<file path="config.mk">
export PLATFORM = sky130hd
export DESIGN_NAME = bmhq_cmp
export DESIGN_NICKNAME = d
export VERILOG_FILES = /design/src/hw/rtl/bmhq_pkg.sv /design/src/hw/rtl/bmhq_cmp.sv
export SDC_FILE = /design/constraint.sdc
export NUM_CORES = 1
export LEC_CHECK = 0
export BUFFER_PORTS_ARGS = -buffer_cell sky130_fd_sc_hd__buf_2
export CAP_MARGIN = 25
export CORE_MARGIN = 2
export CORE_UTILIZATION = 37
export DETAILED_ROUTE_END_ITERATION = 8
export PLACE_DENSITY = 0.88
export SLEW_MARGIN = 30
export SYNTH_ARGS = -nofsm -noshare
export SYNTH_HDL_FRONTEND = slang
export SYNTH_SLANG_ARGS = --single-unit
</file>
<file path="constraint.sdc">
create_clock -name vclk -period 1.6
set_input_delay 0.16 -clock vclk [all_inputs]
set_output_delay 0.16 -clock vclk [all_outputs]
set_load 0.02 [all_outputs]
</file>
<file path="src/hw/rtl/bmhq_pkg.sv">
// ---------------------------------------------------------------------------
// bmhq_pkg
// Types, sizes and codes for the binary min-heap queue.
// ---------------------------------------------------------------------------
package bmhq_pkg;

    localparam int CAPACITY = 1024;
    localparam int ADDR_W   = $clog2(CAPACITY);
    localparam int CNT_W    = ADDR_W + 1;
    localparam int VAL_W    = 32;
    localparam int ENTRY_W  = 11;
    localparam int STAT_W   = 2;

    localparam logic OP_INSERT  = 1'b0;
    localparam logic OP_EXTRACT = 1'b1;

    localparam logic [STAT_W-1:0] ST_DONE  = 2'd0;
    localparam logic [STAT_W-1:0] ST_EMPTY = 2'd1;
    localparam logic [STAT_W-1:0] ST_FULL  = 2'd2;

    typedef struct packed {
        logic              we;
        logic [ADDR_W-1:0] waddr;
        logic [VAL_W-1:0]  wdata;
        logic              re;
        logic [ADDR_W-1:0] raddr;
    } mem_req_t;

    typedef struct packed {
        logic signed [VAL_W-1:0] a;
        logic signed [VAL_W-1:0] b;
    } cmp_req_t;

endpackage

</file>
<file path="src/hw/rtl/bmhq_cmp.sv">
// ---------------------------------------------------------------------------
// bmhq_cmp
// Shared signed less-than unit used by both sift directions.
// ---------------------------------------------------------------------------
module bmhq_cmp import bmhq_pkg::*; (
    input  cmp_req_t req,
    output logic     lt
);

    assign lt = ($signed(req.a) < $signed(req.b));

endmodule

</file>
Word-level counts from Yosys, hierarchy flattened. Index checks and enable logic that the tools add are counted.

Register bits: 0. Latch bits: 0. RAM bits: 0. Bits in read-only memories: 0. Word-level logic and storage cells: 1. Memories: 0.

Add/sub/neg operators: 0. $mul: 0. Divide/modulo/power cells: 0. $lt $le $gt $ge: 1. Eq/ne operators: 0. Shift operators: 0. Multiplexer cells: 0. Bitwise gates (word level): 0. Reductions and logical operators: 0.

Operators with widths (number): $lt A32 B32 Y1 (1).

Longest topological paths before layout. Gate-level depths: netlist of run 1.

Depth after elaboration: 1. Mapped depth: 8.

Worst setup path before layout of run 1. Ideal clock, no wire load.

Kind: input -> output. From: in req[22] (netlist name). To: out lt. Arrival time: 1.739 ns. Data required time: 1.440 ns. Setup slack: -0.299 ns. Cell stages on the path: 8. Path through: inv_1 -> ha_1 -> a21oi_1 -> a21boi_1 -> o21bai_1 -> a31oi_1 -> or4b_1 -> mux2i_1.

Longest elaborated chain between the ends: 1.

RTL lines: from (decl) (line bmhq_cmp.sv:6) `input cmp_req_t req,`; $lt A32 B32 Y1 (line bmhq_cmp.sv:10) `assign lt = ($signed(req.a) < $signed(req.b));`; to (decl) (line bmhq_cmp.sv:7) `output logic lt`.

Every way passes these cells.

Worst setup path in the final report of run 1.
From: in req[28] (netlist name). To: out lt.

The elaborated chain is that of the path after synthesis.

==> results_dict.tcl, run 1 <==
set metrics [dict create \
    status "complete, but fails checks" \
    violations "setup timing" \
    powerDensity_nw_per_um2 241 \
    avgViaCountPerCell 4.77 \
    clkbuf_count 0 \
    avgRoutedWirePerCell_um 10.6 \
    num_vias 973 \
    setup.worst_path.start_class "input port" \
    drc 0 \
    maxSlewViolCount 0 \
    timing.final.ws_setup_ps -281 \
    stdcell_count 204 \
    die_h_um 50.2 \
    flops_and_latches 0 \
    overflow 0 \
    whs_path_depth 5 \
    postCtsHoldBufs 0 \
    ir_worst_vdd_mv 0.131 \
    leakage_nw 0.786 \
    multi_input_area_um2 803 \
    start_util 0.398 \
    worstPathMaxFanout 2 \
    fmax_mhz 532 \
    hold_viol_final 0 \
    fin_nets 274 \
    rows 16 \
    setup_viol 1 \
    timing.hold.ws_ps 845 \
    antenna_found_initial 0 \
    grt_use_total 0.166 \
    grt_pass1_vias 954 \
    ys_seq_area_frac 0 \
    place.gp.congestion 0.765 \
    antenna_left 0 \
    worstPathRequired_ps 1440 \
    grt_first_pass_wirelength_mm 3.48 \
    period_minus_slack_ps 1880 \
    dieArea_um2 2520 \
    ioPinCount 65 \
    final_area_um2 1320 \
    worstSetupPathType "input port to output port" \
    postLayoutCoreUtil 0.668 \
    synth_cells 108 \
    antenna_cells 0 \
    synth_area_um2 790 \
    maxCapViolations 0 \
    hold_start "req[62]" \
    final_layout_size_suffix_gt1_frac 0.531 \
    area_growth_pct 67.7 \
    post_cts_buffers 0 \
    drtIter0Drc 3 \
    pre_cts_slack_ps -364 \
    synth_warnings 0 \
    cp-end-kind "output port" \
    seq_area_um2 0 \
    die_w_um 50.2 \
    total_power_mw 0.319 \
    setup-tns-final_ps -281 \
    startpoint "req[28]" \
    place_inst 204 \
    drt_wl_total_mm 2.17 \
    synth.distinct_cells 23 \
    synth_fp_nets 203 \
    coreArea_um2 1980 \
    synth.avg_cell_area_um2 7.31 \
    port_buffers 65 \
    grt_max_degree 5 \
    placed_area_um2 1300 \
    cp.arrival_ps 1720 \
    worst_slew_pin_slew_ps 238 \
    rsz0062_at_grt "yes" \
    dp_hpwl_mm 2.03 \
    worstHoldPathType "input port to output port" \
    nFillCells 163 \
    drt_first_pass_iters 4 \
    slew_headroom 0.841 \
    fin_crit_sh 1.18 \
]
## worst max-delay path, stage by stage
cell and delay [ps]:
buf_2 100, inv_2 50, ha_4 180, and3_4 180, a22o_1 210, or4b_4 550, mux2i_4 150, buf_6 140
## layout by cell type, fill, tap and decap left out
| cell type | instances |
|---|---|
| a211o_1 | 1 |
| a211oi_2 | 1 |
| a21boi_2 | 1 |
| a21o_1 | 3 |
| a21oi_1 | 7 |
| a21oi_2 | 1 |
| a22o_1 | 1 |
| a311oi_2 | 1 |
| a31oi_1 | 2 |
| and3_1 | 1 |
| and3_4 | 1 |
| buf_2 | 63 |
| buf_4 | 4 |
| buf_6 | 2 |
| ha_1 | 24 |
| ha_4 | 7 |
| inv_1 | 24 |
| inv_2 | 6 |
| inv_4 | 1 |
| mux2i_4 | 1 |
| nand2_1 | 3 |
| nand2b_1 | 1 |
| nand3_1 | 5 |
| nand3_2 | 1 |
| nand4_1 | 5 |
| nor2_1 | 2 |
| nor2_2 | 1 |
| nor3_2 | 1 |
| o21ai_0 | 2 |
| o21ai_1 | 1 |
| o21ai_2 | 1 |
| o21bai_1 | 1 |
| or4b_4 | 1 |
## Yosys cell counts, drive strengths merged, types with 2 or more instances
library cell  count  area (um^2)
nand3             6         30.0
inv              31          116
a31oi             2         12.5
nand2             3         11.3
nand4             5         31.3
nor2              3         13.8
o21ai             4         20.0
a21o              3         22.5
a21oi             8         40.0
ha               31          388
and3              2         12.5
## per-layer routing
| layer | up-vias | share of wire | GRT usage |
|---|---|---|---|
| li1 | 514 | - | - |
| met1 | 426 | 0.38 | 0.165 |
| met2 | 31 | 0.56 | 0.375 |
| met3 | 2 | 0.045 | 0.00298 |
| met4 | 0 | 0.011 | 0.0139 |
| met5 | - | 0 | 0 |
## layout make-up
| type | instances | share of cell area |
|---|---|---|
| inverters | 31 | 0.0898 |
| multi-input cells | 77 | 0.607 |
| well taps | 27 | 0.0255 |
| repair buffers | 69 | 0.278 |
## final timing paths
check,endpoint
setup / recovery,lt
hold / removal,lt
## kinds of logic (layout without fill, tap and decap cells)
logic type / Yosys count / count (layout) / share of synthesized area
simple gates: 22 / 22 / 0.152
buf+inv: 31 / 100 / 0.147
mux: 1 / 1 / 0.0127
fa+ha+maj: 31 / 31 / 0.491
compound gates: 23 / 23 / 0.197
## where the power goes
group          switching (mW)  leakage, nW  internal [mW]
Combinational           0.141        0.786          0.179
Sequential                  0            0              0
Clock                       0            0              0
## repair_timing
| action | 4_1_cts | 5_1_grt |
|---|---|---|
| cloned | 0 | 0 |
| pin swaps | 6 | 1 |
| setup endpoints to repair | 1 | 1 |
| gates resized for setup | 6 | 1 |
No activity file was read; power rests on OpenSTA's default activity.
==> run 2, diff against run 1 <==
--- a/config.mk
+++ b/config.mk
@@ -5,12 +5,14 @@
 export SDC_FILE = /design/constraint.sdc
 export NUM_CORES = 1
 export LEC_CHECK = 0
+export ABC_AREA = 1
 export BUFFER_PORTS_ARGS = -buffer_cell sky130_fd_sc_hd__buf_2
 export CAP_MARGIN = 25
 export CORE_MARGIN = 2
-export CORE_UTILIZATION = 37
+export CORE_UTILIZATION = 38
 export DETAILED_ROUTE_END_ITERATION = 8
 export PLACE_DENSITY = 0.88
+export SETUP_SLACK_MARGIN = 0.5
 export SLEW_MARGIN = 30
 export SYNTH_ARGS = -nofsm -noshare
 export SYNTH_HDL_FRONTEND = slang
==> results_dict.tcl, run 2 <==
set metrics [dict create \
    crit_top_cell "nand2_1" \
    synth.top_cell.area_share 0.463 \
    leakage_nw 0.869 \
    place.gp.congestion 0.662 \
    synth.distinct_cells 17 \
    grt_pass1_vias 1051 \
    avgRoutedWirePerCell_um 10.1 \
    worstPathMaxFanout 2 \
    hold_viol_final 0 \
    ioPinCount 65 \
    critPathTopFamily "simple AND/OR/NAND/NOR gates" \
    final_cell_mix "buf_2, inv_1, nand2_1" \
    ys_seq_area_frac 0 \
    maxSlewViolCount 0 \
    antenna_found_initial 0 \
    die_h_um 51.0 \
    fin_nets 298 \
    status "finished clean" \
    cp.buffers_inverters 3 \
    fin_crit_sh 0.978 \
    postCtsHoldBufs 0 \
    num_vias 1049 \
    hold_start "req[63]" \
    synth.avg_cell_area_um2 6.21 \
    crit_path_cell_trace "buf_2, ha_4, nand2_4, inv_4, nand3_4, nor3_4, nand2_1, nand2_1, nand2_1, nand2_1, nand2_2, nand2_2, buf_6" \
    slew_headroom 0.860 \
    postLayoutCoreUtil 0.680 \
    power_frac_clock 0 \
    switching_share 0.475 \
    port_buffers 65 \
    synthTopCellsByArea "ha_1, inv_1, nand2_1" \
    cp-end-kind "output port" \
    pwr-share-seq 0 \
    fmax_mhz 639 \
    max_stage_delay_ps 270 \
    period_minus_slack_ps 1560 \
    nFillCells 199 \
    overflow 0 \
    whs_path_depth 6 \
    antenna_left 0 \
    use_met2 0.426 \
    drc 0 \
    area_growth_pct 74.2 \
    drtIter0Drc 4 \
    synth_area_um2 838 \
    powerDensity_nw_per_um2 260 \
    grt_use_total 0.187 \
    grt_use_met1 0.186 \
    final_layout_size_suffix_gt1_frac 0.537 \
    avgViaCountPerCell 4.58 \
    coreArea_um2 2150 \
    cp.arrival_ps 1400 \
    synth_warnings 0 \
    synth_fp_nets 230 \
    rows 17 \
    comb_power_share 1.000 \
    dp_hpwl_mm 1.83 \
    grt_max_degree 5 \
    antenna_cells 0 \
    worstHoldPathType "input port to output port" \
    setup_viol 0 \
    die_w_um 51.0 \
    total_power_mw 0.380 \
    crit_slowest_cell "ha_4" \
    yosysMostFrequentCell "inv_1" \
    ir_worst_vdd_mv 0.169 \
    grt_first_pass_wirelength_mm 3.96 \
    synth_cells 135 \
    seq_area_um2 0 \
    rsz0062_at_grt "yes" \
    worst_slew_pin_slew_ps 207 \
    start_util 0.390 \
    grt_busiest_layer "met2" \
    dieArea_um2 2600 \
    gr-usage-met3 0.00877 \
    worstSetupPathType "input port to output port" \
    synth_top_cells_by_count "inv_1, ha_1, nand2_1" \
    switchingPower_mw 0.180 \
    mostFrequentLayoutCell "buf_2" \
    timing.hold.ws_ps 830 \
    clkbuf_count 0 \
    worstPathRequired_ps 1440 \
    flops_and_latches 0 \
    setup.worst_path.start_class "input port" \
    min_to "lt" \
    yosys.area.top_type "ha_1" \
    drt_first_pass_iters 4 \
    internal_power_mw 0.199 \
    maxCapViolations 0 \
    drt_wl_total_mm 2.31 \
]
-- run 2: changes by cell type after synthesis, sizes merged, moves of 2 or more --
cell / previous run / this run
and3: 2 / 0
nand2: 3 / 30
a31oi: 2 / 0
inv: 31 / 40
a21o: 3 / 1
a21oi: 8 / 16
nand3: 6 / 2
nand4: 5 / 1
nor2: 3 / 6
-- run 2: stage by stage --
| step | area, um^2 | setup slack, ps | TNS [ps] | std cells |
|---|---|---|---|---|
| 2_1_floorplan | 891 | 307 | 0 | 135 |
| 3_5_place_dp | 1250 | 8.35 | 0 | 228 |
| 4_1_cts | 1380 | 81.8 | 0 | 228 |
| 3_3_place_gp | 1250 | 19.7 | 0 | 228 |
| 5_1_grt | 1460 | -67.7 | -67.7 | 229 |
| 6_report | 1460 | 35.2 | 0 | 229 |
-- run 2: area by class of cell --
class / instances / area, um^2 / share of cell area
inverter: 40 / 153 / 0.105
multi-input combinational: 95 / 908 / 0.622
tap: 28 / 35.0 / 0.0240
timing repair buffer: 66 / 364 / 0.249
-- run 2: routing by layer --
metal	wire length [um]	vias up	part of all wire
li1	-	558	-
met1	832	457	0.36
met2	1340	34	0.58
met3	142	0	0.061
met4	0	0	0
met5	0	-	0
-- run 2: kinds of logic (layout without fill, tap and decap cells) --
| family | Yosys count | count (layout) | synth area share |
|---|---|---|---|
| adder cells (fa/ha/maj) | 31 | 31 | 0.463 |
| buffers and inverters | 40 | 106 | 0.179 |
| AO/OA/AOI/OAI | 23 | 23 | 0.154 |
| AND/OR/NAND/NOR | 41 | 41 | 0.204 |
-- run 2: worst max-delay path by stage --
stage                        from  to  slack [ps]  cells past startpoint
after floorplan           req[15]  lt         310                     12
after CTS                 req[15]  lt          80                     14
after global placement    req[15]  lt          20                     14
after detailed placement  req[15]  lt           8                     14
final                     req[46]  lt          40                     13
after global routing       req[1]  lt         -70                     16
-- run 2: repair_timing --
| action | 4_1_cts | 5_1_grt |
|---|---|---|
| pin swaps | 17 | 13 |
| setup buffers | 0 | 1 |
| endpoints found under the setup margin | 1 | 1 |
| hold endpoints to repair | 0 | 0 |
| gates resized for setup | 19 | 19 |
-- run 2: power by group through the flow --
stage | clock network, mW | registers (mW) | logic (mW)
final | 0 | 0 | 0.379
after global routing | 0 | 0 | 0.433
after CTS | 0 | 0 | 0.339
after detailed placement | 0 | 0 | 0.294
after global placement | 0 | 0 | 0.282
after floorplan | 0 | 0 | 0.175
==> run 3, diff against run 2 <==
--- a/config.mk
+++ b/config.mk
@@ -9,9 +9,9 @@
 export BUFFER_PORTS_ARGS = -buffer_cell sky130_fd_sc_hd__buf_2
 export CAP_MARGIN = 25
 export CORE_MARGIN = 2
-export CORE_UTILIZATION = 38
+export CORE_UTILIZATION = 25
 export DETAILED_ROUTE_END_ITERATION = 8
-export PLACE_DENSITY = 0.88
+export PLACE_DENSITY = 0.65
 export SETUP_SLACK_MARGIN = 0.5
 export SLEW_MARGIN = 30
 export SYNTH_ARGS = -nofsm -noshare
==> results_dict.tcl, run 3 (synthesis gave the netlist of run 2 again) <==
set metrics [dict create \
    comb_power_share 1.000 \
    grt_pass1_vias 850 \
    met1_length_um 838 \
    status "finished clean" \
    setup_viol 0 \
    slew_headroom 0.894 \
    flops_and_latches 0 \
    routed-wl-met3_um 145 \
    pwr-share-seq 0 \
    nFillCells 362 \
    drt_wl_total_mm 1.97 \
    dr_wl_met2_um 982 \
    maxCapViolations 0 \
    leakage_nw 0.855 \
    maxSlewViolCount 0 \
    coreArea_um2 3280 \
    fin_crit_sh 0.973 \
    fin_nets 297 \
    worstPathRequired_ps 1440 \
    power_frac_clock 0 \
    hold_start "req[63]" \
    worst_slew_pin_slew_ps 158 \
    antenna_found_initial 0 \
    switching_share 0.465 \
    avgRoutedWirePerCell_um 7.99 \
    die_w_um 61.9 \
    mostFrequentLayoutCell "buf_2" \
    internal_power_mw 0.188 \
    cp.arrival_ps 1400 \
    clkbuf_count 0 \
    period_minus_slack_ps 1560 \
    overflow 0 \
    ioPinCount 65 \
    antenna_left 0 \
    drt_first_pass_iters 3 \
    powerDensity_nw_per_um2 244 \
    switchingPower_mw 0.164 \
    fmax_mhz 643 \
    area_growth_pct 72.2 \
    cp-end-kind "output port" \
    avgViaCountPerCell 3.96 \
    rsz0062_at_grt "yes" \
    highest_layer "met3" \
    seq_area_um2 0 \
    grt_max_degree 5 \
    drtIter0Drc 6 \
    timing.hold.ws_ps 840 \
    post_cts_buffers 0 \
    drc 0 \
    startpoint "req[5]" \
    start_util 0.255 \
    grt_first_pass_wirelength_mm 3.07 \
    final_cell_mix "buf_2, inv_1, nand2_1" \
    worstPathMaxFanout 2 \
    dieArea_um2 3830 \
    dp_hpwl_mm 1.71 \
    stdcell_count 246 \
    setup.worst_path.start_class "input port" \
    worstSetupPathType "input port to output port" \
    place_inst 246 \
    place.gp.congestion 0.609 \
    rows 21 \
    port_buffers 65 \
    multi_input_area_um2 868 \
    worstHoldPathType "input port to output port" \
    hold_viol_final 0 \
    grt_use_total 0.100 \
    die_h_um 61.9 \
    num_vias 973 \
    final_layout_size_suffix_gt1_frac 0.520 \
    antenna_cells 0 \
    ir_worst_vdd_mv 0.0812 \
]
## run 3: cell count changes in the layout (fill, tap and decap cells not counted), sizes merged
cell	change
buf	-1
## run 3: timing repair
action                                  in CTS  in global routing
gates resized for setup                     25                  9
pin swaps                                   16                 16
endpoints found under the setup margin       1                  1
endpoints found under the hold margin        0                  0
gates cloned                                 0                  0
hold buffers                                 0                  0
## run 3: worst max-delay path, stage by stage
cell     delay, ps
buf_6           90
inv_4           50
ha_4           200
a21oi_2        110
nor2_1          60
nor3_2         170
nand2_1         70
nand2_1         60
nand2_1         50
nand2_1         70
nand2_1         50
nand2_1         70
nand2_2         60
buf_6          130
## run 3: worst paths after layout
path | end | slack, ps | depth (start not counted)
min | lt | 840 | 6
max | lt | 40 | 14
## run 3: metal layers
metal  track usage  up-vias
li1              -      557
met4             0        0
met2         0.203       37
met3       0.00828        0
met5             0        -
met1         0.119      379
## run 3: power groups by stage
stage                     clock network [mW]  logic, mW  registers (mW)
after floorplan                            0      0.175               0
after global placement                     0      0.289               0
after detailed placement                   0      0.294               0
after CTS                                  0      0.342               0
after global routing                       0      0.411               0
final                                      0      0.352               0
## run 3: metrics by stage
step	cell area (um^2)	power [mW]	util	setup TNS [ps]	setup WS, ps
after CTS	1400	0.342	0.425	0	66.6
final	1440	0.352	0.440	0	43.8
after detailed placement	1270	0.294	0.388	-20.6	-20.6
after floorplan	891	0.175	-	0	307
after global placement	1270	0.289	0.388	0	6.47
after global routing	1440	0.411	0.440	-90.8	-90.8
## run 3: area by class of cell
cell class,instances,share of cell area
inverter,40,0.107
timing repair buffer,65,0.251
multi-input combinational,95,0.601
tap,46,0.0399
