**src/hw/rtl/bmhq_pkg.sv**
```systemverilog
// ---------------------------------------------------------------------------
// bmhq_pkg
// Types, sizes and codes for the binary min-heap queue.
// ---------------------------------------------------------------------------
package bmhq_pkg;

    localparam int CAPACITY = 1024;
    localparam int ADDR_W   = $clog2(CAPACITY);
    localparam int CNT_W    = ADDR_W + 1;
    localparam int VAL_W    = 32;
    localparam int ENTRY_W  = 11;
    localparam int STAT_W   = 2;

    localparam logic OP_INSERT  = 1'b0;
    localparam logic OP_EXTRACT = 1'b1;

    localparam logic [STAT_W-1:0] ST_DONE  = 2'd0;
    localparam logic [STAT_W-1:0] ST_EMPTY = 2'd1;
    localparam logic [STAT_W-1:0] ST_FULL  = 2'd2;

    typedef struct packed {
        logic              we;
        logic [ADDR_W-1:0] waddr;
        logic [VAL_W-1:0]  wdata;
        logic              re;
        logic [ADDR_W-1:0] raddr;
    } mem_req_t;

    typedef struct packed {
        logic signed [VAL_W-1:0] a;
        logic signed [VAL_W-1:0] b;
    } cmp_req_t;

endpackage

```
**src/hw/rtl/bmhq_seq.sv**
```systemverilog
// ---------------------------------------------------------------------------
// bmhq_seq
// Sift sequencer: hole-based sift-up and sift-down, count and result beat.
// ---------------------------------------------------------------------------
module bmhq_seq import bmhq_pkg::*; (
    input  logic                     clk,
    input  logic                     rst_n,
    input  logic                     in_valid,
    output logic                     in_stall,
    input  logic                     op,
    input  logic signed [VAL_W-1:0]  value,
    output logic                     out_valid,
    input  logic                     out_stall,
    output logic [STAT_W-1:0]        status,
    output logic signed [VAL_W-1:0]  min_value,
    output logic [ENTRY_W-1:0]       entry_count,
    output mem_req_t                 mem_req,
    input  logic signed [VAL_W-1:0]  rd_data,
    output cmp_req_t                 cmp_req,
    input  logic                     cmp_lt
);

    localparam logic [3:0] S_IDLE = 4'd0;
    localparam logic [3:0] S_UP   = 4'd1;
    localparam logic [3:0] S_UPC  = 4'd2;
    localparam logic [3:0] S_EX1  = 4'd3;
    localparam logic [3:0] S_EX2  = 4'd4;
    localparam logic [3:0] S_DN   = 4'd5;
    localparam logic [3:0] S_DNL  = 4'd6;
    localparam logic [3:0] S_DNR  = 4'd7;
    localparam logic [3:0] S_DNC  = 4'd8;

    logic [3:0]              state_reg, state_next;
    logic [CNT_W-1:0]        count_reg, count_next;
    logic [ADDR_W-1:0]       pos_reg, pos_next;
    logic [ADDR_W-1:0]       pidx_reg, pidx_next;
    logic signed [VAL_W-1:0] cur_reg, cur_next;
    logic signed [VAL_W-1:0] pv_reg, pv_next;
    logic signed [VAL_W-1:0] min_reg, min_next;
    logic                    out_valid_reg, out_valid_next;
    logic [STAT_W-1:0]       out_status_reg, out_status_next;
    logic signed [VAL_W-1:0] out_min_reg, out_min_next;
    logic [ENTRY_W-1:0]      out_count_reg, out_count_next;

    logic                    accept;
    logic                    out_take;
    logic                    load_out;
    logic [STAT_W-1:0]       ld_status;
    logic signed [VAL_W-1:0] ld_min;
    logic [CNT_W-1:0]        left;
    logic [CNT_W:0]          right_ext;
    logic [ADDR_W-1:0]       parent;

    assign in_stall  = (state_reg != S_IDLE) || (out_valid_reg && out_stall);
    assign accept    = in_valid && !in_stall;
    assign out_take  = out_valid_reg && !out_stall;
    assign left      = {pos_reg, 1'b1};
    assign right_ext = {1'b0, left} + 1'b1;
    assign parent    = (pos_reg - 1'b1) >> 1;

    always_comb
    begin
        state_next = state_reg;
        count_next = count_reg;
        pos_next   = pos_reg;
        pidx_next  = pidx_reg;
        cur_next   = cur_reg;
        pv_next    = pv_reg;
        min_next   = min_reg;
        mem_req    = '0;
        cmp_req.a  = cur_reg;
        cmp_req.b  = rd_data;
        load_out   = 1'b0;
        ld_status  = ST_DONE;
        ld_min     = '0;

        unique case (state_reg)
            S_IDLE:
            begin
                if (accept)
                begin
                    if (op == OP_INSERT)
                    begin
                        if (count_reg == CNT_W'(CAPACITY))
                        begin
                            load_out  = 1'b1;
                            ld_status = ST_FULL;
                        end
                        else
                        begin
                            cur_next   = value;
                            pos_next   = count_reg[ADDR_W-1:0];
                            state_next = S_UP;
                        end
                    end
                    else
                    begin
                        if (count_reg == '0)
                        begin
                            load_out  = 1'b1;
                            ld_status = ST_EMPTY;
                        end
                        else
                        begin
                            mem_req.re    = 1'b1;
                            mem_req.raddr = '0;
                            count_next    = count_reg - 1'b1;
                            state_next    = S_EX1;
                        end
                    end
                end
            end
            S_UP:
            begin
                if (pos_reg == '0)
                begin
                    mem_req.we    = 1'b1;
                    mem_req.waddr = pos_reg;
                    mem_req.wdata = cur_reg;
                    count_next    = count_reg + 1'b1;
                    load_out      = 1'b1;
                    state_next    = S_IDLE;
                end
                else
                begin
                    mem_req.re    = 1'b1;
                    mem_req.raddr = parent;
                    state_next    = S_UPC;
                end
            end
            S_UPC:
            begin
                cmp_req.a = cur_reg;
                cmp_req.b = rd_data;
                mem_req.we    = 1'b1;
                mem_req.waddr = pos_reg;
                if (cmp_lt)
                begin
                    mem_req.wdata = rd_data;
                    pos_next      = parent;
                    state_next    = S_UP;
                end
                else
                begin
                    mem_req.wdata = cur_reg;
                    count_next    = count_reg + 1'b1;
                    load_out      = 1'b1;
                    state_next    = S_IDLE;
                end
            end
            S_EX1:
            begin
                min_next = rd_data;
                if (count_reg == '0)
                begin
                    load_out   = 1'b1;
                    ld_min     = rd_data;
                    state_next = S_IDLE;
                end
                else
                begin
                    mem_req.re    = 1'b1;
                    mem_req.raddr = count_reg[ADDR_W-1:0];
                    state_next    = S_EX2;
                end
            end
            S_EX2:
            begin
                cur_next   = rd_data;
                pos_next   = '0;
                state_next = S_DN;
            end
            S_DN:
            begin
                if (left >= count_reg)
                begin
                    mem_req.we    = 1'b1;
                    mem_req.waddr = pos_reg;
                    mem_req.wdata = cur_reg;
                    load_out      = 1'b1;
                    ld_min        = min_reg;
                    state_next    = S_IDLE;
                end
                else
                begin
                    mem_req.re    = 1'b1;
                    mem_req.raddr = left[ADDR_W-1:0];
                    state_next    = S_DNL;
                end
            end
            S_DNL:
            begin
                pv_next   = rd_data;
                pidx_next = left[ADDR_W-1:0];
                if (right_ext < {1'b0, count_reg})
                begin
                    mem_req.re    = 1'b1;
                    mem_req.raddr = left[ADDR_W-1:0] + 1'b1;
                    state_next    = S_DNR;
                end
                else
                begin
                    state_next = S_DNC;
                end
            end
            S_DNR:
            begin
                // right child wins only when strictly smaller
                cmp_req.a = rd_data;
                cmp_req.b = pv_reg;
                if (cmp_lt)
                begin
                    pv_next   = rd_data;
                    pidx_next = pidx_reg + 1'b1;
                end
                state_next = S_DNC;
            end
            S_DNC:
            begin
                cmp_req.a = pv_reg;
                cmp_req.b = cur_reg;
                mem_req.we    = 1'b1;
                mem_req.waddr = pos_reg;
                if (cmp_lt)
                begin
                    mem_req.wdata = pv_reg;
                    pos_next      = pidx_reg;
                    state_next    = S_DN;
                end
                else
                begin
                    mem_req.wdata = cur_reg;
                    load_out      = 1'b1;
                    ld_min        = min_reg;
                    state_next    = S_IDLE;
                end
            end
            default:
            begin
                state_next = S_IDLE;
            end
        endcase
    end

    always_comb
    begin
        out_valid_next  = out_valid_reg;
        out_status_next = out_status_reg;
        out_min_next    = out_min_reg;
        out_count_next  = out_count_reg;
        if (load_out)
        begin
            out_valid_next  = 1'b1;
            out_status_next = ld_status;
            out_min_next    = ld_min;
            out_count_next  = ENTRY_W'(count_next);
        end
        else if (out_take)
        begin
            out_valid_next = 1'b0;
        end
    end

    always_ff @(posedge clk or negedge rst_n)
    begin
        if (!rst_n)
        begin
            state_reg     <= S_IDLE;
            count_reg     <= '0;
            out_valid_reg <= 1'b0;
        end
        else
        begin
            state_reg     <= state_next;
            count_reg     <= count_next;
            out_valid_reg <= out_valid_next;
        end
    end

    always_ff @(posedge clk)
    begin
        pos_reg        <= pos_next;
        pidx_reg       <= pidx_next;
        cur_reg        <= cur_next;
        pv_reg         <= pv_next;
        min_reg        <= min_next;
        out_status_reg <= out_status_next;
        out_min_reg    <= out_min_next;
        out_count_reg  <= out_count_next;
    end

    assign out_valid   = out_valid_reg;
    assign status      = out_status_reg;
    assign min_value   = out_min_reg;
    assign entry_count = out_count_reg;

endmodule

```
**config.mk**
```make
export PLATFORM = sky130hd
export DESIGN_NAME = bmhq_seq
export DESIGN_NICKNAME = d
export VERILOG_FILES = /design/src/hw/rtl/bmhq_pkg.sv /design/src/hw/rtl/bmhq_seq.sv
export SDC_FILE = /design/constraint.sdc
export NUM_CORES = 1
export LEC_CHECK = 0
export BUFFER_PORTS_ARGS = -buffer_cell sky130_fd_sc_hd__buf_2
export CELL_PAD_IN_SITES_DETAIL_PLACEMENT = 0
export CELL_PAD_IN_SITES_GLOBAL_PLACEMENT = 2
export CORE_UTILIZATION = 31
export CTS_CLUSTER_SIZE = 30
export DETAILED_ROUTE_END_ITERATION = 10
export GPL_TIMING_DRIVEN = 0
export PLACE_DENSITY = 0.81
export SYNTH_ARGS = -nofsm -noshare
export SYNTH_HDL_FRONTEND = slang
export SYNTH_SLANG_ARGS = --single-unit
```
**constraint.sdc**
```tcl
create_clock -name clk -period 4.9 [get_ports clk]
set_input_delay 0.735 -clock clk [delete_from_list [all_inputs] [get_ports clk]]
set_output_delay 0.735 -clock clk [all_outputs]
set_load 0.005 [all_outputs]
```
Word-level counts from Yosys, hierarchy flattened
Index checks and enable logic that the tools add are counted.
{"block": "word_totals", "register_bits": 177, "in_bits": 70, "out_inout_bits": 165, "word_cells": 118}
{"block": "classes", "add_sub_neg": 6, "magnitude_cmp": 2, "n_eq_ne": 17, "mux": 62, "n_reduce_logical": 20}
{"op": "$mux 32", "n": 9}
{"op": "$pmux 43 s4", "n": 1}
{"op": "$mux 11", "n": 12}
{"op": "$pmux 32 s2", "n": 2}
{"op": "$pmux 64 s2", "n": 1}
{"op": "$pmux 32 s3", "n": 1}
{"op": "$mux 43", "n": 2}
{"op": "$mux 10", "n": 6}
{"op": "$pmux 11 s5", "n": 1}
{"op": "$pmux 10 s4", "n": 1}
{"op": "$pmux 4 s9", "n": 1}
{"op": "$pmux 11 s3", "n": 1}
{"op": "$add 10x1->10 const B", "n": 2}
{"op": "$mux 4", "n": 5}
{"op": "$pmux 10 s2", "n": 1}
{"op": "$eq 4x3->1 const B", "n": 4}
{"op": "$add 11x1->12 const B", "n": 1}
{"op": "$lt 12x11->1", "n": 1}
{"op": "$ne 2x2->1 const B", "n": 6}
{"op": "$add 11x1->11 const B", "n": 1}
{"op": "$eq 11x11->1 const B", "n": 1}
{"op": "$ge 11x11->1", "n": 1}
{"op": "$logic_not 11->1", "n": 1}
{"op": "$mux 1", "n": 11}
{"op": "other kinds (21)", "n": 34}

Depth between registers and ports, before layout
Gate-level depths: netlist of run 1.
{"block": "depth", "ltp_word": 7, "depth_mapped": 12, "ltp_nobuf": 12}

Least setup slack after synthesis of run 1
No wires, ideal clock.
{"block": "synth_path", "kind": "flip-flop to flip-flop", "from": "register count_reg[0]", "to": "register cur_reg[0] (enable)", "arrival_ns": 4.442, "required_ns": 4.398, "path_slack_ns": -0.043, "path_stages_with_launch": 9, "path_buffers": 0, "period_less_slack_ns": 4.943, "path_cell_list": "dfrtp_1 > inv_1 > ha_1 > nor4b_2 > nand2_1 > nor2_1 > a211oi_1 > nor2_1 > nor4_1"}
{"block": "synth_between", "elab_chain_cells": 3}
{"item": "start, declared", "line_no": "bmhq_seq.sv:34", "source": "logic [CNT_W-1:0] count_reg, count_next;"}
{"item": "start signal, assigned", "line_no": "bmhq_seq.sv:275", "source": "count_reg <= count_next;"}
{"item": "$eq 11x11->1", "line_no": "bmhq_seq.sv:84", "source": "if (count_reg == CNT_W'(CAPACITY))"}
{"item": "$ne 2x2->1 (no source line)"}
{"item": "$reduce_and 4->1 (no source line)"}
{"item": "end signal, assigned", "line_no": "bmhq_seq.sv:284", "source": "cur_reg <= cur_next;"}
{"item": "end, declared", "line_no": "bmhq_seq.sv:37", "source": "logic signed [VAL_W-1:0] cur_reg, cur_next;"}
Every way passes these cells.
A chain may end at the register's enable or synchronous reset.

==> results.txt, run 1 <==
Outcome: complete, no violations
Commonest cells after routing, fill and taps aside: buf_2 (265), nand2_1 (168), edfxtp_1 (161), a21oi_1 (82), a22oi_1 (75)
WL met3: 2527 um
Placed Instances: 1673
Worst path required time: 4.16 ns
Placeable Area: 32540 um2
Post-synthesis sequential area ratio: 51.11%
Distinct cells, synth: 60
Reg2reg start: count_reg[5]
Pin count of the biggest net entering global routing: 25
Sequential share of power: 33.6%
Fill cells: 3334
Worst Skew: 0.02190 ns
Reg-to-reg slack, setup: 0.94 ns
Post-synthesis net count: 1087
Adder-cell share of the synthesized area: 3.176%
Initial DRT Pass Iterations: 5
CP endpoint kind: output port
Largest family of logic cells by synthesized area: compound AO/OA/AOI/OAI gates
Slew Viols, Final: 0
Tmin final: 4.692 ns
Peak supply drop: 0.0002910 V
Async S/R FF share, synth: 9.040%
Row count: 66
WL/cell: 22.54 um
Max-Cap Viols: 0
Syn avg cell area: 10.34 um2
Initial DRC Count: 755
Metal-1 WL: 17200 um
Final Hold Violating Endpoints: 0
Post-synthesis simple-gate area fraction: 15.44%
P per Cell Area: 577.4 nW/um2
Cell Area, Synth: 10240 um2
Cells after Synth: 991
Worst setup margin: 0.2080 ns
Die area: 33770 um2
Initial antenna violation count: 4
TritonCTS buffer count: 17
Vias in the first global route: 8928
Final Util: 39.49%
Seq cells post-synth: 177
Initial core utilization: 31.48%
H-tree depth: 4
Post-DP HPWL: 27780 um
WP data arrival: 3.96 ns
Layout cell share with drive strength beyond 1: 29.38%
Grt ovf: 0
Slew @ Worst Pin: 0.9754 ns
Synth warnings: 0
Die Span X: 183.8 um
Die height: 183.8 um
Fmax: 213.1 MHz
Compound-Gate Fraction of Synth Area: 20.02%
Post-Route WL: 38560 um
Setup tns final: 0 ns
Worst setup SP type: flop
Sw frac: 42.67%
HP Class: input port to async pin
Worst-path maximum fanout: 7
# DRC: 0
Part of the power in combinational logic: 46.5%
RR Endpoint: min_value[14]
IO Pins: 235
Leak: 5.327 nW
Non-filler cells, final: 1711
RSZ-0062 raised after global routing: no
Clock root buffer: clkbuf_16
Gr usage total: 22.76%
Number of synthesized flops with an enable pin: 161
XOR/XNOR Fraction of Synth Area: 2.651%
Final #Nets: 1349
Buffers added on ports: 233
TritonCTS clock tree: built
Via count: 9249
Antenna-violating nets left: 0
Top layer in use: met4
GPL Wtd Cong: 0.8832
DR WL met2: 17830 um
Later-pin clock latency in the skew report: 0.45 ns
CTS Sinks: 177
Register clock-pin slew on the reported worst setup and hold paths: 0.09 ns
Pre-CTS setup slack: -0.2363 ns
Area delta synth->final: 25.46%
Synth Flop Type: edfxtp_1
Mux contribution to synthesized area: 3.628%
Most common cell after layout, fill and taps aside: buf_2
R2R cell count: 11
Net Switching: 3.166 mW
Total power draw: 7.420 mW
Worst slew margin: 34.49%
Clock Path Buffers: 2
Clk pwr share: 19.9%
# setup viols final: 0
Fin crit share: 95.76%
Routed vias/inst: 5.406
Critical path class: flop to output port
Int Pwr: 4.254 mW
First-pass GRT wire length: 56550 um
-- cells in the mapped netlist, types with 6 or more instances --
library cell  number  share of area (%)
nand2_1          169                6.2
edfxtp_1         161                 47
a21oi_1           82                4.0
a22oi_1           75                5.5
nor2_1            69                2.5
a22o_1            64                5.5
clkbuf_1          34                1.2
mux2_2            33                3.6
buf_2             31                1.5
ha_1              26                3.2
o21ai_0           23                1.1
inv_1             19               0.70
nand3_1           19               0.93
xnor2_1           17                1.5
dfrtp_1           16                3.9
xor2_1            14                1.2
and3_1            13               0.79
nor2b_1           12               0.73
nor3_1             9               0.44
nand4_1            7               0.43
a221o_1            6               0.59
buf_1              6               0.22
-- metal layers --
metal,track usage [%],vias to the layer above
met5,0,-
met4,7.733,0
met3,3.724,52
met2,35.71,383
met1,31.69,4566
li1,-,4248
-- worst max-delay path: stages, from the launching register on --
cell      delay (ns)
edfxtp_1        0.43
ha_1            0.27
and3_1          0.25
and3_1          0.21
and3_1          0.19
xor2_1          0.16
ha_1            0.32
and3_1          0.17
a221o_1         0.38
nand2b_1        0.20
nor2b_4         0.24
nand2_2         0.19
o311ai_4        0.33
buf_2           0.17
-- cell families after synthesis --
family / count (synthesis)
compound gates: 290
xor+xnor: 31
fa+ha+maj: 26
buf+inv: 94
flops: 177
mux: 33
simple gates: 340
-- stage by stage --
step / hold slack, ns / cell area [um2]
after global routing: 0.2180 / 12850
after floorplan: 0.4394 / 10250
after global placement: 0.5139 / 11970
after CTS: 0.2061 / 12810
after detailed placement: 0.5191 / 12130
final: 0.2080 / 12850
-- timing repair --
item / in CTS / in global routing
buffers inserted: 2 / 1
gates resized for setup: 7 / 11
hold buffers: 0 / 0
pin swaps: 0 / 1
endpoints found under the setup margin: 10 / 45
-- power by group through the flow --
stage / Sequential [mW] / Combinational (mW) / Clock [mW]
6_report: 2.49 / 3.45 / 1.48
5_1_grt: 2.54 / 3.82 / 1.57
4_1_cts: 2.49 / 3.44 / 1.50
3_5_place_dp: 2.53 / 3.39 / 0
3_3_place_gp: 2.56 / 3.25 / 0
2_1_floorplan: 2.47 / 1.94 / 0
-- worst max-delay path by stage --
stage | from | to | depth (start not counted) | slack, ns
4_1_cts | pos_reg[2] | mem_req[7] | 13 | 0.02
6_report | pos_reg[1] | mem_req[7] | 13 | 0.21
3_3_place_gp | state_reg[0] | min_value[21] | 7 | -1.81
3_5_place_dp | pos_reg[2] | mem_req[7] | 13 | -0.24
2_1_floorplan | state_reg[0] | entry_count[0] | 7 | 0.71
5_1_grt | pos_reg[1] | mem_req[7] | 13 | 0.05
-- area by class of cell --
class | instances | area, um2 | area share (%)
antenna | 3 | 7.507 | 0.05842
buffer | 75 | 342.8 | 2.668
clock buffer | 17 | 425.4 | 3.311
clock inverter | 15 | 216.5 | 1.685
inverter | 19 | 71.32 | 0.5550
multi-input combinational | 720 | 4666 | 36.31
sequential | 177 | 5235 | 40.74
tap | 442 | 553.0 | 4.304
timing repair buffer | 243 | 1333 | 10.37
(Power assumes the default switching activity.)
==> run 2, diff against run 1 <==
--- a/config.mk
+++ b/config.mk
@@ -6,6 +6,7 @@
 export NUM_CORES = 1
 export LEC_CHECK = 0
 export BUFFER_PORTS_ARGS = -buffer_cell sky130_fd_sc_hd__buf_2
+export CAP_MARGIN = 25
 export CELL_PAD_IN_SITES_DETAIL_PLACEMENT = 0
 export CELL_PAD_IN_SITES_GLOBAL_PLACEMENT = 2
 export CORE_UTILIZATION = 31
@@ -13,6 +14,7 @@
 export DETAILED_ROUTE_END_ITERATION = 10
 export GPL_TIMING_DRIVEN = 0
 export PLACE_DENSITY = 0.81
+export REMOVE_ABC_BUFFERS = 1
 export SYNTH_ARGS = -nofsm -noshare
 export SYNTH_HDL_FRONTEND = slang
 export SYNTH_SLANG_ARGS = --single-unit
==> run 2 against run 1 <==
Core utilization up 0.077 points. Clock-buffer cell count unchanged. First-iteration DRC count down 22%. Maximum frequency down 1.6%. Clock skew down 0.0046 ns. Non-clock buffer count down 49. Register-to-register slack worse by 0.09 ns. Sequential power up 7%. Critical path depth down 1. Global-route usage down 2.6 points. Critical endpoint unchanged. Largest cell class unchanged. Largest power group unchanged. Highest routed layer is now met5.
==> results.txt, run 2 (synthesized netlist as in run 1, its figures left out) <==
Vias in the first global route: 8529 (was 8928)
First-pass GRT wire length: 51440 um (was 56550 um)
Layout cell share with drive strength beyond 1: 29.58% (was 29.38%)
Worst slew margin: 32.62% (was 34.49%)
Pin count of the biggest net entering global routing: 66 (was 25)
Worst path required time: 4.16 ns (about the same)
Crit-path leading delay family: simple AND/OR/NAND/NOR gates (unchanged)
TritonCTS buffer count: 17 (unchanged)
# DRC: 0 (unchanged)
Die area: 33770 um2 (unchanged)
Die height: 183.8 um (unchanged)
Most frequent CP cell: and3_1 (unchanged)
TritonCTS clock tree: built (unchanged)
Fmax: 209.7 MHz (was 213.1 MHz)
Tmin final: 4.769 ns (was 4.692 ns)
IO Pins: 235 (unchanged)
Max-Cap Viols: 0 (unchanged)
HP Class: input port to async pin (unchanged)
RSZ-0062 raised after global routing: no (unchanged)
Commonest cells after routing, fill and taps aside: buf_2 (234), nand2_1 (168), edfxtp_1 (161), a21oi_1 (82), a22oi_1 (75) (was buf_2 (265), nand2_1 (168), edfxtp_1 (161), a21oi_1 (82), a22oi_1 (75))
Die Span X: 183.8 um (unchanged)
Worst setup margin: 0.1305 ns (was 0.2080 ns)
Later-pin clock latency in the skew report: 0.45 ns (about the same)
Via count: 8779 (was 9249)
Pre-CTS setup slack: 0.1268 ns (was -0.2363 ns)
Placeable Area: 32540 um2 (unchanged)
Slew @ Worst Pin: 1.007 ns (was 0.9754 ns)
GPL Wtd Cong: 0.8401 (was 0.8832)
Leak: 5.245 nW (was 5.327 nW)
Total power draw: 7.352 mW (was 7.420 mW)
Worst setup SP type: flop (unchanged)
Fin crit share: 97.34% (was 95.76%)
WL/cell: 20.51 um (was 22.54 um)
Final Hold Violating Endpoints: 0 (unchanged)
Peak supply drop: 0.0002391 V (was 0.0002910 V)
# setup viols final: 0 (unchanged)
Reg2reg start: count_reg[5] (unchanged)
Final #Nets: 1300 (was 1349)
Routed vias/inst: 5.279 (was 5.406)
CTS Sinks: 177 (unchanged)
R2R cell count: 11 (unchanged)
Worst path slowest cell: edfxtp_1 (unchanged)
Antenna-violating nets left: 0 (unchanged)
Post-DP HPWL: 24030 um (was 27780 um)
RR Endpoint: min_value[11] (was min_value[14])
CP endpoint kind: output port (unchanged)
Clock root buffer: clkbuf_16 (unchanged)
Reg-to-reg slack, setup: 0.85 ns (was 0.94 ns)
Worst Skew: 0.01729 ns (was 0.02190 ns)
Initial DRT Pass Iterations: 8 (was 5)
Outcome: complete, no violations (unchanged)
Critical path class: flop to output port (unchanged)
P per Cell Area: 571.0 nW/um2 (was 577.4 nW/um2)
Buf+Inv Stages, Crit Path: 1 (unchanged)
Initial core utilization: 31.48% (unchanged)
Buffers added on ports: 234 (was 233)
Grt ovf: 0 (unchanged)
Clock Path Buffers: 2 (unchanged)
Register clock-pin slew on the reported worst setup and hold paths: 0.07 ns (was 0.09 ns)
Area delta synth->final: 25.70% (was 25.46%)
Worst stage delay on the critical path: 0.70 ns (was 0.43 ns)
Gr usage total: 20.20% (was 22.76%)
Setup tns final: 0 ns (unchanged)
Final Util: 39.57% (was 39.49%)
Initial antenna violation count: 5 (was 4)
Post-Route WL: 34100 um (was 38560 um)
Most common cell after layout, fill and taps aside: buf_2 (unchanged)
CP cell instances: and3_1 -> and3_1 -> and3_1 -> xor2_1 -> ha_1 -> and3_1 -> a221o_1 -> nand2b_1 -> nor2b_4 -> nand2_2 -> o311ai_2 -> buf_2 (was ha_1 -> and3_1 -> and3_1 -> and3_1 -> xor2_1 -> ha_1 -> and3_1 -> a221o_1 -> nand2b_1 -> nor2b_4 -> nand2_2 -> o311ai_4 -> buf_2)
WP data arrival: 4.03 ns (was 3.96 ns)
H-tree depth: 4 (unchanged)
Slew Viols, Final: 0 (unchanged)
Row count: 66 (unchanged)
Initial DRC Count: 586 (was 755)
Worst-path maximum fanout: 11 (was 7)
run 2: cell type report:
| type | count | area (um2) |
|---|---|---|
| inverter | 19 | 71.32 |
| fill | 3301 | 19660 |
| antenna | 4 | 10.01 |
| multi-input combinational | 720 | 4684 |
| clock buffer | 17 | 425.4 |
| timing repair buffer | 269 | 1702 |
| clock inverter | 15 | 193.9 |
| tap | 442 | 553.0 |
| sequential | 177 | 5235 |
run 2: worst max path at each step:
stage,cells after the start,from,end
global placement,6,state_reg[1],cmp_req[49]
finish,12,pos_reg[3],mem_req[7]
detailed placement,13,pos_reg[1],mem_req[7]
CTS,13,pos_reg[0],mem_req[7]
global route,12,pos_reg[3],mem_req[7]
floorplan,5,state_reg[3],cmp_req[0]
run 2: through the flow:
step           std cells  area, um2  hold slack, ns
3_3_place_gp        1592      11630          0.5154
4_1_cts             1653      12810          0.2167
5_1_grt             1663      12870          0.2355
3_5_place_dp        1620      12160          0.5191
6_report            1663      12870          0.2201
2_1_floorplan        916       9907          0.4394
run 2: routing by layer:
| layer | wire [um] | up-vias | GRT usage (%) |
|---|---|---|---|
| met2 | 16140 | 292 | 32.33 |
| met1 | 15390 | 4281 | 26.72 |
| met3 | 1884 | 48 | 4.259 |
| li1 | - | 4156 | - |
| met4 | 682 | 2 | 7.567 |
| met5 | 10 | - | 0 |
run 2: what timing repair did:
| action | 4_1_cts | 5_1_grt |
|---|---|---|
| endpoints found under the hold margin | 0 | 0 |
| resized for setup | 4 | 0 |
| hold buffers | 0 | 0 |
| buffers inserted | 1 | 5 |
| setup endpoints to repair | 7 | 1 |
run 2: worst register-to-register path, delay by kind of cell, from the launching register on:
family          cells  cell delay (ns)
compound gates      2             0.81
buf+inv             4             1.01
flops               1             0.59
simple gates        4             1.05
fa+ha+maj           1             0.35
run 2: report_power, final:
part / switching (mW) / leakage [nW] / internal [mW]
Combinational: 1.87 / 3.24 / 1.37
Clock: 0.710 / 0.302 / 0.739
Sequential: 0.436 / 1.70 / 2.22
Total: 3.02 / 5.25 / 4.33
==> run 3, diff against run 2 <==
--- a/config.mk
+++ b/config.mk
@@ -13,6 +13,7 @@
 export CTS_CLUSTER_SIZE = 30
 export DETAILED_ROUTE_END_ITERATION = 10
 export GPL_TIMING_DRIVEN = 0
+export MAX_ROUTING_LAYER = met4
 export PLACE_DENSITY = 0.81
 export REMOVE_ABC_BUFFERS = 1
 export SYNTH_ARGS = -nofsm -noshare
==> run 3 against run 2 <==
Worst hold slack better by 0.014 ns. Die area stayed put. Clock power hardly changed. Power is 0.33% higher. Design area is 0.58% higher. Largest power group unchanged. Critical endpoint unchanged. Final cell count is 0.30% higher. Clock-buffer cell count stayed put.
==> results.txt, run 3 (synthesized netlist as in run 1, its figures left out) <==
GPL Wtd Cong: 0.8794 (was 0.8401)
Die Span X: 183.8 um (unchanged)
Placed Area: 12170 um2 (was 12160 um2)
Pin count of the biggest net entering global routing: 59 (was 66)
WL/cell: 20.30 um (was 20.51 um)
Most common cell after layout, fill and taps aside: buf_2 (unchanged)
Worst path required time: 4.16 ns (about the same)
Leak: 5.289 nW (was 5.245 nW)
Reg2reg start: count_reg[5] (unchanged)
Placed Instances: 1619 (was 1620)
Hold Buf Count CTS: 0 (unchanged)
CTS Sinks: 177 (unchanged)
Register clock-pin slew on the reported worst setup and hold paths: 0.08 ns (was 0.07 ns)
Via count: 8684 (was 8779)
Initial DRC Count: 480 (was 586)
H-tree depth: 4 (unchanged)
Placeable Area: 32540 um2 (unchanged)
Fmax: 212.9 MHz (was 209.7 MHz)
Initial DRT Pass Iterations: 5 (was 8)
Outcome: complete, no violations (unchanged)
Tmin final: 4.697 ns (was 4.769 ns)
Worst setup SP type: flop (unchanged)
Fin crit share: 95.86% (was 97.34%)
Commonest cells after routing, fill and taps aside: buf_2 (234), nand2_1 (168), edfxtp_1 (161), a21oi_1 (82), a22oi_1 (75) (unchanged)
WP data arrival: 3.96 ns (was 4.03 ns)
Later-pin clock latency in the skew report: 0.44 ns (was 0.45 ns)
# DRC: 0 (unchanged)
Routed vias/inst: 5.206 (was 5.279)
Row count: 66 (unchanged)
TritonCTS clock tree: built (unchanged)
Die area: 33770 um2 (unchanged)
Buffers added on ports: 234 (unchanged)
Final #Nets: 1305 (was 1300)
TritonCTS buffer count: 17 (unchanged)
First-pass GRT wire length: 51020 um (was 51440 um)
Layout cell share with drive strength beyond 1: 29.87% (was 29.58%)
Critical path class: flop to output port (unchanged)
Worst slew margin: 32.99% (was 32.62%)
IO Pins: 235 (unchanged)
Slew @ Worst Pin: 1.001 ns (was 1.007 ns)
Pre-CTS setup slack: 0.06272 ns (was 0.1268 ns)
Fill cells: 3271 (was 3301)
Vias in the first global route: 8413 (was 8529)
Worst-path maximum fanout: 7 (was 11)
# setup viols final: 0 (unchanged)
Critical Path Source: pos_reg[0] (was pos_reg[3])
Post-Route WL: 33860 um (was 34100 um)
Grt ovf: 0 (unchanged)
P per Cell Area: 569.6 nW/um2 (was 571.0 nW/um2)
Clock Path Buffers: 2 (unchanged)
Clock root buffer: clkbuf_16 (unchanged)
Final Hold Violating Endpoints: 0 (unchanged)
Gr usage total: 20.60% (was 20.20%)
Post-route design area: 12950 um2 (was 12870 um2)
Initial antenna violation count: 4 (was 5)
CP endpoint kind: output port (unchanged)
Worst Skew: 0.02165 ns (was 0.01729 ns)
Non-filler cells, final: 1668 (was 1663)
Antenna-violating nets left: 0 (unchanged)
Post-DP HPWL: 23780 um (was 24030 um)
Max-Cap Viols: 0 (unchanged)
Worst setup margin: 0.2027 ns (was 0.1305 ns)
HP Class: input port to async pin (unchanged)
Initial core utilization: 31.48% (unchanged)
Area delta synth->final: 26.44% (was 25.70%)
Total power draw: 7.376 mW (was 7.352 mW)
Peak supply drop: 0.0002305 V (was 0.0002391 V)
Die height: 183.8 um (unchanged)
Slew Viols, Final: 0 (unchanged)
[run 3: cell count changes in the layout (fill, tap and decap cells not counted), moves of 2 or more]
cell and delta:
buf_4 +7, inv_6 -4, buf_16 +3, buf_12 -2, buf_8 -2, clkinv_8 +2
inv_12 +2
[run 3: report_power, final]
| group | switching (mW) | leakage, nW | internal [mW] | total (mW) |
|---|---|---|---|---|
| combinational | 1.90 | 3.29 | 1.41 | 3.31 |
| sequential | 0.409 | 1.70 | 2.22 | 2.63 |
| clock | 0.731 | 0.299 | 0.705 | 1.44 |
| total | 3.04 | 5.29 | 4.34 | 7.38 |
[run 3: metrics by stage]
stage | hold WS, ns | setup TNS (ns) | utilization, %
6_report | 0.2342 | 0 | 39.80
3_5_place_dp | 0.5197 | 0 | 37.41
3_3_place_gp | 0.5154 | -958.11 | 35.75
4_1_cts | 0.2241 | 0 | 39.42
5_1_grt | 0.2407 | -0.007240 | 39.80
2_1_floorplan | 0.4394 | -111.46 | -
[run 3: timing repair]
item | 4_1_cts | 5_1_grt
setup buffers | 1 | 11
gates resized for setup | 4 | 1
setup endpoints to repair | 8 | 7
[run 3: cell type report]
type / count / area [um2] / share of cell area, %
clock buffer: 17 / 425.4 / 3.285
multi-input combinational: 720 / 4695 / 36.25
timing repair buffer: 274 / 1755 / 13.56
sequential: 177 / 5235 / 40.43
inverter: 19 / 71.32 / 0.5507
tap: 442 / 553.0 / 4.271
antenna: 4 / 10.01 / 0.07729
clock inverter: 15 / 205.2 / 1.585
[run 3: path summary, 6_finish.rpt]
check | endpoint | slack, ns | depth (start not counted)
worst max-delay path | mem_req[7] | 0.20 | 13
worst min-delay path | count_reg[2] | 0.23 | 1
worst max register to register | min_value[18] | 0.50 | 12
worst min register to register | min_value[7] | 0.53 | 1
max in group asynchronous | state_reg[0] | 4.35 | 1
min in group clk | min_value[7] | 0.53 | 1
[run 3: layer usage]
layer	up-vias	track usage, %	part of all wire (%)
met5	-	-	0
met3	38	3.506	4.6
met2	231	32.18	47
met4	0	7.067	2.0
met1	4251	26.95	46
li1	4164	-	-
[run 3: critical path: stages, from the launching register on]
cell	delay [ns]
edfxtp_1	0.44
ha_1	0.28
and3_1	0.24
and3_1	0.21
and3_1	0.19
xor2_1	0.21
ha_1	0.29
and3_1	0.18
a221o_1	0.39
nand2b_1	0.21
nor2b_4	0.23
nand2_2	0.18
o311ai_4	0.32
buf_2	0.17
